`src/rtl/rmr_pkg.sv`:
```
// Shared widths, codes, reset values and types of the frame descriptor ring.
package rmr_pkg;

  localparam int READER_SLOTS_DEF = 8;
  localparam int RING_DEPTH_DEF   = 64;
  localparam int META_BITS_DEF    = 64;
  localparam int LENGTH_BITS_DEF  = 24;

  localparam int FUNC_W     = 3;
  localparam int READER_W   = 3;
  localparam int META_W     = 64;
  localparam int LEN_W      = 24;
  localparam int STATUS_W   = 2;
  localparam int PEND_W     = 6;
  localparam int SLOT_W     = 3;
  localparam int COUNT_W    = 3;
  localparam int FSLOT_W    = 7;
  localparam int DBYTES_W   = 25;
  localparam int CFG_IDX_W  = 1;
  localparam int CFG_DATA_W = 25;

  localparam logic [FUNC_W-1:0] FUNC_PUT     = 3'd0;
  localparam logic [FUNC_W-1:0] FUNC_PEEK    = 3'd1;
  localparam logic [FUNC_W-1:0] FUNC_ADVANCE = 3'd2;
  localparam logic [FUNC_W-1:0] FUNC_SYNC    = 3'd3;
  localparam logic [FUNC_W-1:0] FUNC_ATTACH  = 3'd4;
  localparam logic [FUNC_W-1:0] FUNC_DETACH  = 3'd5;

  localparam logic [STATUS_W-1:0] ST_OK        = 2'd0;
  localparam logic [STATUS_W-1:0] ST_REFUSED   = 2'd1;
  localparam logic [STATUS_W-1:0] ST_NO_SLOT   = 2'd2;
  localparam logic [STATUS_W-1:0] ST_TOO_LARGE = 2'd3;

  localparam logic [CFG_IDX_W-1:0] CFG_FRAME_SLOTS = 1'd0;
  localparam logic [CFG_IDX_W-1:0] CFG_DATA_BYTES  = 1'd1;

  localparam logic [FSLOT_W-1:0]  FRAME_SLOTS_RST = 7'd64;
  localparam logic [DBYTES_W-1:0] DATA_BYTES_RST  = 25'd16777216;

  typedef struct packed {
    logic busy;
    logic done;
  } mod_stat_t;

endpackage

```
`src/rtl/rmr_mod.sv`:
```
// Restoring remainder unit: one quotient bit per cycle.
module rmr_mod #(
  parameter int VAL_W = 6
) (
  input  logic               clk,
  input  logic               rst,
  input  logic               start,
  input  logic [VAL_W-1:0]   value,
  input  logic [VAL_W:0]     divisor,
  output rmr_pkg::mod_stat_t stat,
  output logic [VAL_W-1:0]   result
);
  import rmr_pkg::*;

  localparam int CNT_W = $clog2(VAL_W + 1);

  logic             busy;
  logic             done;
  logic [CNT_W-1:0] cnt;
  logic [VAL_W-1:0] shreg;
  logic [VAL_W-1:0] rem;
  logic [VAL_W:0]   dvs;
  logic [VAL_W:0]   trial;
  logic [VAL_W-1:0] rem_next;
  mod_stat_t        stat_w;

  assign trial    = {rem, shreg[VAL_W-1]};
  assign rem_next = (trial >= dvs) ? VAL_W'(trial - dvs) : trial[VAL_W-1:0];

  always_ff @(posedge clk) begin
    if (rst) begin
      busy <= 1'b0;
      done <= 1'b0;
    end else begin
      done <= 1'b0;
      if (start && !busy) begin
        busy <= 1'b1;
      end else if (busy && cnt == CNT_W'(1)) begin
        busy <= 1'b0;
        done <= 1'b1;
      end
    end
  end

  always_ff @(posedge clk) begin
    if (start && !busy) begin
      shreg <= value;
      rem   <= '0;
      dvs   <= divisor;
      cnt   <= CNT_W'(VAL_W);
    end else if (busy) begin
      shreg <= shreg << 1;
      rem   <= rem_next;
      cnt   <= cnt - CNT_W'(1);
    end
  end

  assign stat_w.busy = busy;
  assign stat_w.done = done;
  assign stat        = stat_w;
  assign result      = rem;

endmodule

```
`config.mk`:
```
export PLATFORM = sky130hd
export DESIGN_NAME = rmr_mod
export DESIGN_NICKNAME = d
export VERILOG_FILES = /design/src/rtl/rmr_pkg.sv /design/src/rtl/rmr_mod.sv
export SDC_FILE = /design/constraint.sdc
export NUM_CORES = 1
export LEC_CHECK = 0
export BUFFER_PORTS_ARGS = -buffer_cell sky130_fd_sc_hd__buf_2
export CAP_MARGIN = 20
export CORE_MARGIN = 2
export CORE_UTILIZATION = 38
export CTS_CLUSTER_SIZE = 25
export DETAILED_ROUTE_END_ITERATION = 6
export PLACE_DENSITY = 0.59
export RECOVER_POWER = 50
export SKIP_CTS_REPAIR_TIMING = 1
export SLEW_MARGIN = 20
export SYNTH_ARGS = -nofsm -noshare
export SYNTH_HDL_FRONTEND = slang
export SYNTH_SLANG_ARGS = --single-unit
```
`constraint.sdc`:
```
create_clock -name clk -period 1.6 [get_ports clk]
set_input_delay 0.24 -clock clk [delete_from_list [all_inputs] [get_ports clk]]
set_output_delay 0.24 -clock clk [all_outputs]
set_load 0.01 [all_outputs]
```
==> results of run 1 <==
==> critical path, stage by stage (launching register included) <==
cell      delay (ns)
edfxtp_1        0.40
inv_2           0.08
ha_4            0.22
a21oi_4         0.16
o21ai_4         0.09
a21oi_4         0.25
mux2i_1         0.23
a21o_1          0.13
==> state kept, by name, indices dropped and copies added, names as in the netlist <==
register	flops
dvs	7
done	1
busy	1
result	6
cnt	3
shreg	6
==> per-stage QoR <==
step	cells	TNS (ns)
after floorplan	117	0
after detailed placement	188	-0.263
after global routing	193	-0.347
after CTS	192	-0.437
final	193	-0.0159
after global placement	188	-0.133
==> power by group through the flow <==
| stage | logic, W | clock network [W] | registers (W) |
|---|---|---|---|
| after floorplan | 0.000325 | 0 | 0.000791 |
| after global placement | 0.000476 | 0 | 0.000786 |
| after detailed placement | 0.000495 | 0 | 0.000788 |
| after CTS | 0.000496 | 0.000281 | 0.000774 |
| after global routing | 0.000708 | 0.000308 | 0.000797 |
| final | 0.000647 | 0.000268 | 0.000786 |
==> metal layers <==
metal / vias to the layer above / share of wire [%] / global-route usage, %
met5: - / 0 / 0
met4: 0 / 0.87 / 2.74
met3: 2 / 3.3 / 1.86
met2: 24 / 51 / 23.8
met1: 444 / 45 / 17.3
li1: 476 / - / -
==> Yosys cell counts, drive strengths merged (4+ instances only) <==
cell type / n / area share, %
a21oi: 9 / 4.4
buf: 5 / 2.3
dfxtp: 11 / 17
edfxtp: 13 / 31
ha: 10 / 9.9
inv: 13 / 3.9
mux2: 5 / 4.4
nand2: 6 / 1.8
nor2: 6 / 1.8
nor2b: 4 / 2.0
nor3: 4 / 1.6
o21ai: 4 / 1.6
==> layout make-up <==
cell class	count	area (sq um)
inverters	13	48.8
well taps	44	55.1
multi-input cells	76	747
fillers	276	1430
clock buffers	4	26.3
flip-flops and latches	24	611
repair buffers	32	183
==> logic make-up (layout without fill, tap and decap cells) <==
kind of cell | count (synthesis) | after routing | share of synthesized area [%]
AOI/OAI and AO/OA | 24 | 25 | 13.2
xor gates and xnor gates | 4 | 4 | 2.77
buffers and inverters | 18 | 49 | 6.13
adders and majority gates | 11 | 11 | 11.5
muxes | 8 | 8 | 6.82
DFF | 24 | 24 | 48.2
and+or+nand+nor | 28 | 28 | 11.4
==> worst max path at each step <==
stage / depth (start not counted) / to
finish: 7 / result[0]$_SDFFE_PP0P_
global route: 7 / result[4]$_SDFFE_PP0P_
CTS: 7 / result[0]$_SDFFE_PP0P_
detailed placement: 7 / result[0]$_SDFFE_PP0P_
global placement: 7 / result[0]$_SDFFE_PP0P_
floorplan: 6 / result[0]$_SDFFE_PP0P_
==> summary.txt, run 1 <==
Final layout
  – Layout cells sized above 1: 43.0%
  – Final core occ: 53.8%
  – Commonest non-fill, non-tap cells in the layout: buf_2 (23), edfxtp_1 (13), dfxtp_1 (11), inv_1 (9), buf_4 (9)
  – Commonest non-fill, non-tap cell in the layout: buf_2
  – Ant. Diodes: 0
  – P&R area growth vs syn: 31.9%
  – Nets: 177
  – Final instance area: 1670 sq um

Synthesis
  – Post-Syn Area: 1270 sq um
  – Flops & latches, synth: 24
  – Synthesized instance count: 117
  – Synthesized Nets: 144
  – Post-synth cell types: 31
  – Synth Warn #: 0
  – Post-synthesis sequential area ratio: 48.2%
  – Ys flop type: edfxtp_1
  – Mapped Avg Cell Area: 10.8 sq um
  – EDFF count, synth: 13
  – Async S/R FF share, synth: 0%

Route
  – Pre-antenna DRT Iters: 4
  – DRC: 0
  – 1st-iter DRT viols: 22
  – Final WL: 2.53 mm
  – Average wire per standard cell: 13.1 um
  – Routed via count: 946
  – Final ANT Viol Nets: 0
  – Vias per std cell: 4.90

Pwr
  – Switching share of power: 32.7%
  – Static Leakage: 0.707 nW
  – Power Density: 1020 nW/um^2
  – Power Total: 0.00170 W
  – Combinational power share: 38.0%
  – Maximum VDD drop: 0.000591 V
  – Clock network fraction of design power: 15.7%
  – Sw power: 0.000556 W
  – Flop pwr share: 46.2%
  – Internal power: 0.00115 W

Worst setup path
  – Reg2reg end: result[0]$_SDFFE_PP0P_
  – Reg2reg path depth: 7
  – Setup slack, reg-to-reg: -0.02 ns
  – Worst-path maximum fanout: 6
  – Critical path startpoint: dvs[2]$_DFFE_PP_
  – Crit. End Element: flip-flop
  – Setup CP Type: flip-flop to flip-flop
  – Crit path arrival time: 1.88 ns
  – Worst r2r src: dvs[2]$_DFFE_PP_
  – Worst Setup Start Kind: flip-flop
  – Critical Path RT: 1.87 ns

STA
  – Final setup viols: 1
  – Max frequency: 619 MHz
  – Final WS setup: -0.0159 ns
  – Worst-Margin Slew: 0.281 ns
  – Headroom to the max-slew limit: 81.0%
  – Period utilization: 101%
  – Min cycle time layout: 1.62 ns
  – Slew Viols, Final: 0
  – Hold WS: 0.0972 ns
  – Max Clock Skew: 0.00500 ns
  – Hold Vio Cnt, Final: 0
  – RSZ-0062 raised after global routing: true

GRT
  – First-pass GRT wire length: 3.77 mm
  – Initial antenna violation count: 0
  – Total gr overflow: 0
  – Vias in the first global route: 901
  – GRT Total Usage: 13.3%
  – Largest net degree at the start of global routing: 19

Worst hold path
  – Beginning of the worst hold path: divisor[6]
  – Cells on Worst Hold Path: 1
  – Worst Hold Class: input port to flip-flop
  – Hold Path End: dvs[6]$_DFFE_PP_

Floorplanning
  – Io pins: 24
  – Core area: 3100 sq um
  – Initial Utilization: 40.8%
  – Die Y: 61.7 um
  – Core Rows: 20
  – Area of the die: 3810 sq um
  – Chip Width: 61.7 um

Clocking
  – CTS H-tree lvls: 1
  – Root Driver: clkbuf_4
  – Clock buffer depth: 2
  – Clock slew at reported path FFs: 0.12 ns
  – Worst-Skew Late Latency: 0.31 ns
  – Sink Count: 24
  – CTS Buf Count: 3
  – CTS tree: yes

Run
  – Max-cap viol count: 0

Placed design
  – DP Area: 1480 sq um
  – Post-place setup slack: -0.129 ns
  – Number of I/O port buffers: 23
  – Placer Congestion: 0.707
  – Dpl hpwl: 1.77 mm

Outcome
  – Failing checks: negative setup slack
  – Status: complete, but fails checks
Power figures use the tool's default switching activity.
==> run 2: changes to the inputs <==
--- a/config.mk
+++ b/config.mk
@@ -9,6 +9,7 @@
 export CAP_MARGIN = 20
 export CORE_MARGIN = 2
 export CORE_UTILIZATION = 38
+export CTS_BUF_LIST = sky130_fd_sc_hd__clkbuf_8
 export CTS_CLUSTER_SIZE = 25
 export DETAILED_ROUTE_END_ITERATION = 6
 export PLACE_DENSITY = 0.59
==> run 2 against run 1 <==
The run still ends with negative setup slack left; core utilization is 0.69 points higher; cell area is 1.3% higher; worst setup slack worse by 0.045 ns.
==> summary.txt, run 2 (synthesis gave the netlist of run 1 again) <==
Placed design
  – Number of I/O port buffers: 23
  – DP Area: 1480 sq um
  – Placer Congestion: 0.707
  – Post-place setup slack: -0.129 ns
  – Dpl hpwl: 1.77 mm
  – Dpl cells: 188

Floorplanning
  – Initial Utilization: 40.8%
  – Area of the die: 3810 sq um
  – Core Rows: 20
  – Chip Width: 61.7 um
  – Core area: 3100 sq um
  – Die Y: 61.7 um
  – Io pins: 24

STA
  – Slew Viols, Final: 0
  – Hold Vio Cnt, Final: 0
  – Min cycle time layout: 1.66 ns
  – Final WS setup: -0.0609 ns
  – Max frequency: 602 MHz
  – Max Clock Skew: 0.00612 ns
  – Final setup viols: 3
  – Headroom to the max-slew limit: 80.8%
  – RSZ-0062 raised after global routing: true
  – Worst-Margin Slew: 0.284 ns
  – Period utilization: 104%

Clocking
  – Root Driver: clkbuf_8
  – Clock slew at reported path FFs: 0.08 ns
  – Worst-Skew Late Latency: 0.26 ns
  – Clock buffer depth: 2
  – CTS Buf Count: 3
  – CTS H-tree lvls: 1
  – CTS tree: yes
  – Sink Count: 24

Pwr
  – Static Leakage: 0.725 nW
  – Maximum VDD drop: 0.000587 V
  – Internal power: 0.00123 W
  – Combinational power share: 36.8%
  – Sw power: 0.000571 W
  – Flop pwr share: 43.8%
  – Power Density: 1060 nW/um^2
  – Switching share of power: 31.8%
  – Clock network fraction of design power: 19.4%

Route
  – 1st-iter DRT viols: 22
  – Final WL: 2.63 mm
  – Average wire per standard cell: 13.6 um
  – Pre-antenna DRT Iters: 4
  – Vias per std cell: 4.97
  – Routed via count: 960
  – Final ANT Viol Nets: 0
  – DRC: 0

Worst hold path
  – Hold Path End: dvs[6]$_DFFE_PP_
  – Worst Hold Class: input port to flip-flop
  – Beginning of the worst hold path: divisor[6]
  – Cells on Worst Hold Path: 1

Final layout
  – P&R area growth vs syn: 33.6%
  – Final instance area: 1690 sq um
  – Nets: 177
  – Max FFs per register: 7
  – Commonest non-fill, non-tap cell in the layout: buf_2
  – Commonest non-fill, non-tap cells in the layout: buf_2 (23), edfxtp_1 (13), inv_1 (11), dfxtp_1 (11), buf_4 (9)
  – Layout cells sized above 1: 42.3%
  – Non-Filler Instances: 193
  – Ant. Diodes: 0
  – Largest reg by FF count: dvs

GRT
  – Largest net degree at the start of global routing: 19
  – First-pass GRT wire length: 3.80 mm
  – Total gr overflow: 0
  – Vias in the first global route: 900
  – GRT Total Usage: 13.7%
  – Initial antenna violation count: 0

Worst setup path
  – Setup slack, reg-to-reg: -0.06 ns
  – Worst r2r src: dvs[0]$_DFFE_PP_
  – Crit path arrival time: 1.83 ns
  – Crit. End Element: flip-flop
  – Reg2reg end: result[4]$_SDFFE_PP0P_
  – Worst Setup Start Kind: flip-flop
  – Worst-path maximum fanout: 2
  – Reg2reg path depth: 7
  – Critical Path RT: 1.77 ns
  – Setup CP Type: flip-flop to flip-flop
  – Critical path startpoint: dvs[0]$_DFFE_PP_

Outcome
  – Failing checks: negative setup slack
  – Status: complete, but fails checks

Run
  – Max-cap viol count: 0
[run 2: cell types whose count changed in the layout (fill, tap and decap cells not counted), moves of 2 or more]
cell and change:
clkbuf_4 -3, nand2_2 -2, clkbuf_8 +3, inv_1 +2
[run 2: power by group through the flow]
stage | registers [W] | logic [W] | clock network (W)
finish | 0.000787 | 0.000661 | 0.000349
global route | 0.000796 | 0.000720 | 0.000384
CTS | 0.000775 | 0.000496 | 0.000364
detailed placement | 0.000788 | 0.000495 | 0
global placement | 0.000786 | 0.000476 | 0
floorplan | 0.000791 | 0.000325 | 0
[run 2: area by class of cell]
type                    count  area, sq um
inverters                  13         48.8
clock inverters             1         3.75
multi-input cells          76          749
repair buffers             32          183
clock buffers               3         41.3
fillers                   280         1410
well taps                  44         55.1
flip-flops and latches     24          611
[run 2: worst max-delay path, stage by stage, from the launching register on]
cell and delay, ns:
edfxtp_1 0.44, ha_2 0.21, fa_2 0.37, nor2b_1 0.15, o21ai_1 0.07, nand2b_1 0.08, xnor2_1 0.06, o31ai_1 0.19
[run 2: layer usage]
metal	global-route usage (%)	share of wire (%)	wire (um)	vias to the layer above
met5	0	0	0	-
met4	4.56	2.2	59	0
met3	2.48	2.8	73	6
met2	23.3	52	1380	19
met1	17.6	42	1120	458
li1	-	-	-	477
[run 2: worst max path at each step]
stage	to	slack [ns]	cells past startpoint
2_1_floorplan	result[0]$_SDFFE_PP0P_	0.03	6
6_report	result[4]$_SDFFE_PP0P_	-0.06	7
3_3_place_gp	result[0]$_SDFFE_PP0P_	-0.07	7
3_5_place_dp	result[0]$_SDFFE_PP0P_	-0.13	7
4_1_cts	result[0]$_SDFFE_PP0P_	-0.15	7
5_1_grt	result[4]$_SDFFE_PP0P_	-0.17	7
[run 2: metrics by stage]
step / total power, W / setup TNS, ns / utilization, % / hold WS (ns)
final: 0.00180 / -0.134 / 54.5 / 0.151
after global routing: 0.00190 / -0.478 / 54.5 / 0.141
after CTS: 0.00163 / -0.370 / 49.0 / 0.144
after detailed placement: 0.00128 / -0.263 / 47.5 / 0.418
after global placement: 0.00126 / -0.133 / 47.5 / 0.417
after floorplan: 0.00112 / 0 / - / 0.317
